## src/rtl/core/text_console_with_escapes_assert.svh

```systemverilog
// Assertion macros used by the console back end (tcon_back)
`ifndef TEXT_CONSOLE_WITH_ESCAPES_ASSERT_SVH
`define TEXT_CONSOLE_WITH_ESCAPES_ASSERT_SVH

`ifndef ASSERT_OFF
`define TCON_ASSERT(lbl, prop, msg) \
  lbl: assert property (@(posedge clk) disable iff (!rst_n) prop) else $error(msg);
`define TCON_ASSERT_NR(lbl, prop, msg) \
  lbl: assert property (@(posedge clk) prop) else $error(msg);
`else
`define TCON_ASSERT(lbl, prop, msg)
`define TCON_ASSERT_NR(lbl, prop, msg)
`endif

`endif

```

## src/rtl/core/tcon_pkg.sv

```systemverilog
`timescale 1ns / 1ps
package tcon_pkg;

  localparam int COLUMNS  = 80;
  localparam int LINES    = 25;
  localparam int TAB_STEP = 8;
  localparam int CELLS    = COLUMNS * LINES;

  localparam int COL_W  = 7;
  localparam int ROW_W  = 5;
  localparam int ADDR_W = 11;
  localparam int CLR_W  = 3;
  localparam int CHR_W  = 8;
  localparam int CELL_W = CHR_W + CLR_W;
  localparam int NUM_W  = 7;

  localparam logic [CLR_W-1:0] DEFAULT_COLOR_RST = 3'd7;
  localparam logic [CLR_W-1:0] CLEAR_COLOR_RST   = 3'd2;
  localparam logic [CLR_W-1:0] PEN_RED           = 3'd4;
  localparam logic [CLR_W-1:0] PEN_GREEN         = 3'd2;

  localparam logic [CHR_W-1:0] CH_NUL    = 8'd0;
  localparam logic [CHR_W-1:0] CH_BS     = 8'd8;
  localparam logic [CHR_W-1:0] CH_TAB    = 8'd9;
  localparam logic [CHR_W-1:0] CH_LF     = 8'd10;
  localparam logic [CHR_W-1:0] CH_CR     = 8'd13;
  localparam logic [CHR_W-1:0] CH_ESC    = 8'd27;
  localparam logic [CHR_W-1:0] CH_SPACE  = 8'h20;
  localparam logic [CHR_W-1:0] CH_ZERO   = 8'h30;
  localparam logic [CHR_W-1:0] CH_NINE   = 8'h39;
  localparam logic [CHR_W-1:0] CH_SEMI   = 8'h3B;
  localparam logic [CHR_W-1:0] CH_LBRACK = 8'h5B;
  localparam logic [CHR_W-1:0] CH_J      = 8'h4A;
  localparam logic [CHR_W-1:0] CH_M      = 8'h6D;
  localparam logic [CHR_W-1:0] CH_H      = 8'h48;
  localparam logic [CHR_W-1:0] CH_F      = 8'h66;

  localparam logic [0:0] REG_DEFAULT_COLOR = 1'b0;
  localparam logic [0:0] REG_CLEAR_COLOR   = 1'b1;

  typedef enum logic [3:0] {
    OP_NOP, OP_READ, OP_PRINT, OP_TAB, OP_CR, OP_LF, OP_BS, OP_CLEAR, OP_COLOR, OP_MOVE
  } cmd_op_t;

  typedef struct packed {
    cmd_op_t          op;
    logic [CHR_W-1:0] chr;
    logic [CLR_W-1:0] color;
    logic [ROW_W-1:0] row;
    logic [COL_W-1:0] col;
    logic [ADDR_W-1:0] idx;
  } cmd_t;

  function automatic logic [ADDR_W-1:0] cell_addr(logic [ROW_W-1:0] row,
                                                  logic [COL_W-1:0] col);
    logic [ADDR_W+1:0] a;
    a = (ADDR_W+2)'(row) * (ADDR_W+2)'(COLUMNS) + (ADDR_W+2)'(col);
    return a[ADDR_W-1:0];
  endfunction

endpackage

```

## src/rtl/core/tcon_fifo.sv

```systemverilog
`timescale 1ns / 1ps
module tcon_fifo import tcon_pkg::*; (
  input  logic clk,
  input  logic rst_n,
  input  cmd_t push_cmd,
  input  logic push_valid,
  output logic push_ready,
  output cmd_t pop_cmd,
  output logic pop_valid,
  input  logic pop_ready
);
  cmd_t       ent_r [2];
  logic       wp_r, rp_r;
  logic [1:0] cnt_r;
  logic       push, pop;

  assign push_ready = (cnt_r != 2'd2);
  assign pop_valid  = (cnt_r != 2'd0);
  assign pop_cmd    = ent_r[rp_r];
  assign push       = push_valid && push_ready;
  assign pop        = pop_valid && pop_ready;

  always_ff @(posedge clk) begin
    if (push) ent_r[wp_r] <= push_cmd;
    if (!rst_n) begin
      wp_r  <= 1'b0;
      rp_r  <= 1'b0;
      cnt_r <= 2'd0;
    end else begin
      if (push) wp_r <= ~wp_r;
      if (pop) rp_r <= ~rp_r;
      cnt_r <= cnt_r + 2'(push) - 2'(pop);
    end
  end
endmodule

```

## config.mk

```make
export PLATFORM = sky130hd
export DESIGN_NAME = tcon_fifo
export DESIGN_NICKNAME = d
export VERILOG_FILES = /design/src/rtl/core/text_console_with_escapes_assert.svh /design/src/rtl/core/tcon_pkg.sv /design/src/rtl/core/tcon_fifo.sv
export SDC_FILE = /design/constraint.sdc
export NUM_CORES = 1
export LEC_CHECK = 0
export BUFFER_PORTS_ARGS = -buffer_cell sky130_fd_sc_hd__buf_2
export CAP_MARGIN = 15
export CORE_MARGIN = 1.5
export CORE_UTILIZATION = 35
export DETAILED_ROUTE_END_ITERATION = 7
export PLACE_DENSITY = 0.69
export SLEW_MARGIN = 20
export SYNTH_ARGS = -nofsm -noshare
export SYNTH_HDL_FRONTEND = slang
export SYNTH_SLANG_ARGS = --single-unit
export TNS_END_PERCENT = 30
```

## constraint.sdc

```tcl
create_clock -name clk -period 2.5 [get_ports clk]
set_input_delay 0.25 -clock clk [delete_from_list [all_inputs] [get_ports clk]]
set_output_delay 0.25 -clock clk [all_outputs]
set_load 0.01 [all_outputs]
```

==> results of run 1 <==
-- through the flow --
| stage | hold slack [ns] | setup slack (ns) |
|---|---|---|
| floorplan | 0.349 | 0.435 |
| global placement | 0.439 | 0.888 |
| detailed placement | 0.441 | 0.838 |
| CTS | 0.0719 | 0.500 |
| global route | 0.0762 | 0.441 |
| finish | 0.0985 | 0.538 |
-- final timing paths --
path | start | endpoint | slack (ns) | cells past startpoint
setup / recovery | register | pop_cmd[6] | 0.54 | 3
hold / removal | push_cmd[13] | ent_r[1][13] | 0.1 | 1
setup reg to reg | cnt_r[0] | cnt_r[1] | 0.83 | 8
hold reg to reg | wp_r | wp_r | 0.52 | 2
-- layout make-up --
| cell class | instances | area (µm²) |
|---|---|---|
| clock buffer | 10 | 128 |
| clock inverter | 6 | 81.3 |
| fill | 733 | 4520 |
| tap | 105 | 131 |
| multi-input combinational | 56 | 642 |
| timing repair buffer | 84 | 453 |
| sequential | 81 | 2380 |
| inverter | 1 | 3.75 |
-- power groups by stage --
stage	Sequential, mW	Combinational (mW)	Clock (mW)
4_1_cts	1.80	0.960	1.03
5_1_grt	1.81	1.03	1.08
2_1_floorplan	1.78	0.675	0
3_5_place_dp	1.83	0.957	0
3_3_place_gp	1.82	0.947	0
6_report	1.79	0.936	0.989
-- layer usage --
layer,up-vias,global-route usage,routed length [µm]
met5,-,0,0
met4,0,0.0616,62
met3,7,0.0313,280
met2,50,0.179,2460
met1,737,0.126,1980
li1,732,-,-
-- Yosys cell counts --
master / count
or2_2: 1
edfxtp_1: 76
nor2b_1: 2
inv_1: 1
ha_1: 2
mux2_4: 20
xnor2_1: 3
buf_6: 3
o21a_1: 1
mux2i_1: 1
buf_2: 1
nor2_1: 1
dfxtp_1: 5
mux2_2: 18
and3_1: 1
and2_1: 2
nand2_1: 2
nand2b_1: 2
-- registers in the layout, indices dropped and copies added, names as in the netlist, named ones only --
register and count:
ent_r 76, wp_r 1, rp_r 1, cnt_r 2
-- kinds of logic (layout without fill, tap and decap cells) --
logic type	after synthesis	in the layout	synth area share
and+or+nand+nor	11	11	0.0200
DFF	81	81	0.779
muxes	39	39	0.168
buffers and inverters	5	101	0.0139
adders and majority gates	2	2	0.00818
AOI/OAI and AO/OA	1	1	0.00246
xor gates and xnor gates	3	3	0.00859
-- worst reg2reg max path, stage by stage, from the launching register on --
cell and delay [ns]:
dfxtp_1 0.37, nand2b_1 0.15, nand2_1 0.14, ha_1 0.30, inv_1 0.04, ha_1 0.18
xnor2_1 0.13, xnor2_1 0.12, and2_1 0.15
==> metrics.cfg, run 1 <==
[run_status]
outcome=finished clean

[final_layout]
area_growth_pct=25.0
layout.cells.non_filler=343
final_cell_mix=buf_2, edfxtp_1, mux2_4, mux2_2, clkbuf_8
final_cell_area_um2=3820
drive_gt1_frac=0.584
utilization=0.458
antenna_cells=0
layout_commonest_cell=buf_2
nNetsFinal=277

[detailed_routing]
via_per_inst=4.45
wire_per_inst_um=13.9
remaining_drc_errors=0
vias=1526
firstDrtPassIters=4
routed_wl_um=4780
drtIter0Drc=37
drtAntennaViolNets=0

[power]
comb_power_share=0.252
swShare=0.257
p_leak_nw=1.47
p_total_mw=3.72
power.switching_uw=956
intPower_mw=2.76
power_frac_seq=0.482
irDropWorstVdd_uv=457
pwr_density_cell_nw_per_um2=973
clock_power_share=0.266

[sta]
finalCritPeriodShare=0.785
post-route-min-period_ns=1.96
setup_tns_ns=0
finalSetupViolations=0
fin_skew_ns=0.00753
finalHoldViolCount=0
report.final.slew_viol_count=0
relSlewSlack=0.655
rsz0062_at_grt=no
clock.fmax_mhz=510
tightest_slew_ns=0.517

[grt]
track_usage=0.108
grt_pass1_vias=1580
antenna_found_initial=0
grt_pass1_wl_um=7270
grt_start_max_net_pins=39
grt_overflow=0

[placed_design]
gp_congestion=0.667
placed_cell_area_um2=3610
port_buffers=81
dp_cells=327
place_hpwl_um=3240

[critical_path]
worst_ep_required_time_ns=2.25
path_class=reg2out
worstPathMaxFanout=24
critPathCaptureType=primary output
cp_data_arrival_time_ns=1.71
slowest_delay_ns=0.60
slowest_stage=dfxtp_2
crit_family=flip-flops
crit_buf_inv=2
crit_chain=buf_12 -> mux2_2 -> buf_2
startpoint_type=register

[logic_synthesis]
yosysWarnings=0
syn-num-nets=186
mappedNetlistArea_um2=3060
synth_cell_type_count=18
ys_seq_area_frac=0.779
synth_area_leaders=edfxtp_1, mux2_4, mux2_2
synthCells=142
synth_top_area_share=0.746
ys_ff_latch=81
syn_area_per_cell_um2=21.5
yosysTopAreaCell=edfxtp_1

[floorplanning]
fp-row-count=33
die_h_um=96.5
start_util=0.367
dieArea_um2=9310
die_w_um=96.5
io_pins=82
core_um2=8340

[clock_network]
postCtsSetupBuffers=0
ctsResizeCount=0
cts_tree=yes
clock_path_buffers=2
numCtsBuffers=9
clk_pin_slew_ns=0.08
root_buffer=clkbuf_8
cts_hold_buf=0
htree_levels=3
clock_latency_ns=0.33
cts_sinks=81

[hold_path]
hp-class=in2reg

[job]
drv_cap=0

(Power assumes the default switching activity.)
==> run 2: changes to the inputs <==
==> constraint.sdc (replaced) <==
create_clock -name clk -period 1.6 [get_ports clk]
set_input_delay 0.16 -clock clk [delete_from_list [all_inputs] [get_ports clk]]
set_output_delay 0.16 -clock clk [all_outputs]
set_load 0.01 [all_outputs]
==> run 2 against run 1 <==
Net effect:
- routed wire length rose by 4.1%
- combinational power increased by 83%
- via count is 7.4% higher
- global-route usage is 0.13 points higher
- clock-buffer cell count fell by 1
- sequential share of layout area shrank 5.5 points
- core utilization is 4.6 points higher
- die area did not move
- setup slack worse by 0.51 ns
- sequential power increased by 55%
- critical endpoint is now cnt_r[1]
- largest power group unchanged
==> metrics.cfg, run 2 (same netlist as run 1, synthesis figures left out) <==
[run_status]
outcome=finished clean

[grt]
grt_overflow=0
antenna_found_initial=0
grt_pass1_wl_um=7250
grt_pass1_vias=1503
grt_busiest_layer=met2
track_usage=0.110
grt_start_max_net_pins=21
use_met1=0.133
use_met2=0.177
gr-usage-met3=0.0321

[power]
power_frac_seq=0.457
power.switching_mw=1.57
comb_power_share=0.283
p_leak_nw=1.64
irDropWorstVdd_uv=795
swShare=0.259
pwr_density_cell_nw_per_um2=1440
p_total_mw=6.07
intPower_mw=4.49
clock_power_share=0.260

[final_layout]
multi_input_area_um2=671
area_growth_pct=37.5
utilization=0.504
layout.cells.non_filler=374
nNetsFinal=308
antenna_cells=0
top_regs=ent_r: 76 flops, cnt_r: 2 flops
regArea_um2=2390
regMostFlops=ent_r
final_cell_mix=buf_2, edfxtp_1, dlygate4sd3_1, mux2_4, mux2_2
largest_register_ffs=76
nFillCells=735
layout_commonest_cell=buf_2
drive_gt1_frac=0.554
final_cell_area_um2=4210

[placed_design]
port_buffers=81
dp_cells=331
placed_cell_area_um2=3690
place_hpwl_um=3220
gp_congestion=0.648

[floorplanning]
die_w_um=96.5
die_h_um=96.5
start_util=0.367
dieArea_um2=9310
fp-row-count=33
io_pins=82
core_um2=8340

[sta]
rsz0062_at_grt=yes
post-route-min-period_ns=1.57
setup_tns_ns=0
tightest_slew_ns=0.249
finalHoldViolCount=0
fin_skew_ns=0.00885
relSlewSlack=0.834
report.final.slew_viol_count=0
finalSetupViolations=0
clock.fmax_mhz=635
finalCritPeriodShare=0.984

[detailed_routing]
drtIter0Drc=41
firstDrtPassIters=4
remaining_drc_errors=0
vias=1639
routed_wl_um=4980
wire_per_inst_um=13.3
via_per_inst=4.38
drtAntennaViolNets=0

[critical_path]
worstPathMaxFanout=4
worst_ep_required_time_ns=1.83
path_class=reg2reg
cp_data_arrival_time_ns=1.81
critPathCaptureType=register
startpoint_type=register

[clock_network]
clock_path_buffers=2
numCtsBuffers=9
cts_tree=yes
clock_latency_ns=0.33
root_buffer=clkbuf_8
htree_levels=3
cts_sinks=81
clk_pin_slew_ns=0.08
postCtsSetupBuffers=0

[job]
drv_cap=0

[hold_path]
hp-class=in2reg

## run 2: final timing paths
kind	slack (ns)	endpoint	cells past startpoint	from
setup / recovery	0.03	cnt_r[1]	7	cnt_r[1]
hold / removal	0.02	ent_r[0][6]	1	push_cmd[6]
setup reg to reg	0.03	cnt_r[1]	7	cnt_r[1]
hold reg to reg	0.52	wp_r	2	wp_r
## run 2: stage by stage
stage	hold slack, ns	worst slack (ns)
after CTS	0.000419	0.0139
after global routing	0.000101	-0.0101
final	0.0187	0.0258
after detailed placement	0.353	-0.00510
after global placement	0.348	0.0463
after floorplan	0.259	0.0152
## run 2: area by class of cell
| class | instances | area share |
|---|---|---|
| Inverter | 1 | 0.000893 |
| Sequential cell | 81 | 0.569 |
| Clock inverter | 7 | 0.0223 |
| Tap cell | 105 | 0.0312 |
| Multi-Input combinational cell | 56 | 0.159 |
| Timing Repair Buffer | 115 | 0.188 |
| Clock buffer | 9 | 0.0295 |
## run 2: power by group through the flow
stage / Sequential [mW] / Combinational (mW) / Clock, mW
finish: 2.77 / 1.71 / 1.58
global route: 2.80 / 1.87 / 1.72
CTS: 2.77 / 1.71 / 1.62
detailed placement: 2.81 / 1.66 / 0
global placement: 2.80 / 1.64 / 0
floorplan: 2.78 / 1.07 / 0
## run 2: worst max-delay path: stages (launching register included)
cell	delay (ns)
dfxtp_4	0.37
o21a_1	0.21
ha_1	0.28
inv_1	0.04
ha_1	0.18
xnor2_1	0.13
xnor2_1	0.12
and2_1	0.15
## run 2: what timing repair did
| action | 4_1_cts | 5_1_grt |
|---|---|---|
| pin swaps | 0 | 1 |
| hold buffers | 25 | 2 |
| gates cloned | 0 | 0 |
| hold endpoints to repair | 49 | 4 |
| gates resized for setup | 2 | 7 |
| setup endpoints to repair | 2 | 7 |
## run 2: routing by layer
metal	routed length, µm	share of wire
met2	2490	0.50
met3	253	0.051
met5	0	0
met4	73	0.015
met1	2160	0.43
==> run 3: changes to the inputs <==
--- a/config.mk
+++ b/config.mk
@@ -10,6 +10,7 @@
 export CORE_MARGIN = 1.5
 export CORE_UTILIZATION = 35
 export DETAILED_ROUTE_END_ITERATION = 7
+export MAX_ROUTING_LAYER = met4
 export PLACE_DENSITY = 0.69
 export SLEW_MARGIN = 20
 export SYNTH_ARGS = -nofsm -noshare
==> constraint.sdc (replaced) <==
create_clock -name clk -period 1.4 [get_ports clk]
set_input_delay 0.14 -clock clk [delete_from_list [all_inputs] [get_ports clk]]
set_output_delay 0.14 -clock clk [all_outputs]
set_load 0.01 [all_outputs]
==> run 3 against run 2 <==
Net effect:
- critical path depth did not move
- flip-flop and latch count did not move
- worst hold slack improved by 0.074 ns
- register-to-register slack got worse by 0.16 ns
- cell count rose by 3.7%
- non-clock buffer count rose by 14
- largest power group unchanged
- the run now ends with negative setup slack left
- first-iteration DRC count rose by 32%
- clock power fell by 9%
- die area did not move
==> metrics.cfg, run 3 (same netlist as run 1, synthesis figures left out) <==
[run_status]
outcome=complete, but fails checks
violations=negative setup slack

[detailed_routing]
wl_met1_um=2070
remaining_drc_errors=0
drtAntennaViolNets=0
via_per_inst=4.33
highest_layer=met4
wl_met3_um=230
drtIter0Drc=54
vias=1681
wl_met2_um=2780
firstDrtPassIters=4
wire_per_inst_um=13.2
routed_wl_um=5130

[placed_design]
dp_cells=334
port_buffers=81
gp_congestion=0.682
place_hpwl_um=3210
place_ws_ns=-0.187

[grt]
track_usage=0.119
grt_start_max_net_pins=21
grt_overflow=0
grt_pass1_wl_um=7760
antenna_found_initial=0
grt_pass1_vias=1752

[power]
clock_power_share=0.203
power.switching_mw=1.89
comb_power_share=0.349
swShare=0.267
power_frac_seq=0.448
p_leak_nw=1.75
intPower_mw=5.19
irDropWorstVdd_uv=815
pwr_density_cell_nw_per_um2=1570

[final_layout]
regMostFlops=ent_r
drive_gt1_frac=0.541
largest_register_ffs=76
layout_commonest_cell=edfxtp_1
layout.cells.non_filler=388
antenna_cells=0
utilization=0.542
area_growth_pct=47.7
final_cell_mix=edfxtp_1, buf_2, dlygate4sd3_1, mux2_4, buf_6
nFillCells=682
nNetsFinal=322
top_regs=ent_r: 76 flops, cnt_r: 2 flops

[clock_network]
cts_tree=yes
clock_latency_ns=0.33
postCtsSetupBuffers=0
htree_levels=3
clk_pin_slew_ns=0.08
root_buffer=clkbuf_8
clock_path_buffers=2
numCtsBuffers=9
cts_sinks=81

[floorplanning]
die_h_um=96.5
fp-row-count=33
start_util=0.367
dieArea_um2=9310
die_w_um=96.5
io_pins=82
core_um2=8340

[sta]
finalHoldViolCount=0
report.final.slew_viol_count=0
relSlewSlack=0.871
finalCritPeriodShare=1.10
fin_skew_ns=0.00613
setup_slack_ns=-0.138
tightest_slew_ns=0.192
clock.fmax_mhz=650
post-route-min-period_ns=1.54
rsz0062_at_grt=yes
finalSetupViolations=39

[critical_path]
startpoint=cnt_r[1]
slowest_delay_ns=0.37
path_class=reg2reg
critPathCaptureType=register
reg2reg_slack_ns=-0.14
slowest_stage=dfxtp_4
crit_path_end=cnt_r[1]
worstPathMaxFanout=3
rr_worst_depth=7
r2r_start=cnt_r[1]
crit_chain=o21a_1 -> ha_1 -> inv_1 -> ha_2 -> xnor2_2 -> xnor2_1 -> and2_1
worst_ep_required_time_ns=1.63
cp_data_arrival_time_ns=1.77
startpoint_type=register
reg2reg_to=cnt_r[1]

[job]
drv_cap=0

[hold_path]
hp-class=in2reg

[run 3: cell count changes in the layout (fill, tap and decap cells not counted), moves of 2 or more]
cell           previous run  this run
mux2_4                   25        29
buf_4                     2         4
bufinv_16                 2         0
dlygate4sd3_1            27        38
clkinvlp_4                1         3
mux2_2                   13         9
buf_2                    81        52
buf_6                     0        29
[run 3: worst max-delay path: cells and delay by family, from the launching register on]
| family | cells | cell delay (ns) |
|---|---|---|
| adder cells (fa/ha/maj) | 2 | 0.45 |
| flip-flops | 1 | 0.37 |
| XOR/XNOR | 2 | 0.26 |
| AO/OA/AOI/OAI | 1 | 0.19 |
| AND/OR/NAND/NOR | 1 | 0.13 |
| buffers and inverters | 1 | 0.04 |
[run 3: how the worst min path moves through the flow]
stage                  from      endpoint  slack [ns]  depth (start not counted)
2_1_floorplan   push_cmd[0]   ent_r[0][0]        0.24                          0
3_3_place_gp   push_cmd[13]  ent_r[0][13]        0.33                          1
3_5_place_dp   push_cmd[34]  ent_r[1][34]        0.33                          1
4_1_cts               rst_n      cnt_r[0]        0.07                          2
5_1_grt               rst_n      cnt_r[0]        0.09                          2
6_report              rst_n      cnt_r[0]        0.09                          2
[run 3: through the flow]
step | instance area [µm²] | total power [mW] | hold slack, ns | setup TNS (ns)
floorplan | 3080 | 4.42 | 0.239 | -7.53
global placement | 3730 | 5.14 | 0.329 | -0.108
detailed placement | 3730 | 5.19 | 0.331 | -0.187
CTS | 4470 | 7.09 | 0.0683 | -4.93
global route | 4520 | 7.43 | 0.0861 | -5.88
finish | 4520 | 7.08 | 0.0927 | -3.53
[run 3: what timing repair did]
action	in CTS	in global routing
setup endpoints to repair	41	41
hold buffers	38	0
pin swaps	0	6
gates resized for setup	34	10
endpoints found under the hold margin	76	0
[run 3: power by group through the flow]
stage               combinational, mW  sequential [mW]  clock (mW)
CTS                              2.41             3.16        1.51
floorplan                        1.23             3.18           0
finish                           2.47             3.17        1.44
global route                     2.66             3.20        1.58
global placement                 1.95             3.19           0
detailed placement               1.98             3.21           0
[run 3: final cells by class]
cell class / count / area, µm² / share of cell area
sequential: 81 / 2390 / 0.529
tap: 105 / 131 / 0.0291
multi-input combinational: 56 / 703 / 0.156
clock inverter: 6 / 43.8 / 0.00969
clock buffer: 10 / 128 / 0.0282
inverter: 1 / 3.75 / 0.000831
timing repair buffer: 129 / 1120 / 0.247
[run 3: routing by layer]
layer,vias to the layer above,track usage
li1,820,-
met1,807,0.126
met2,47,0.207
met3,7,0.0430
met4,0,0.0399
met5,-,-
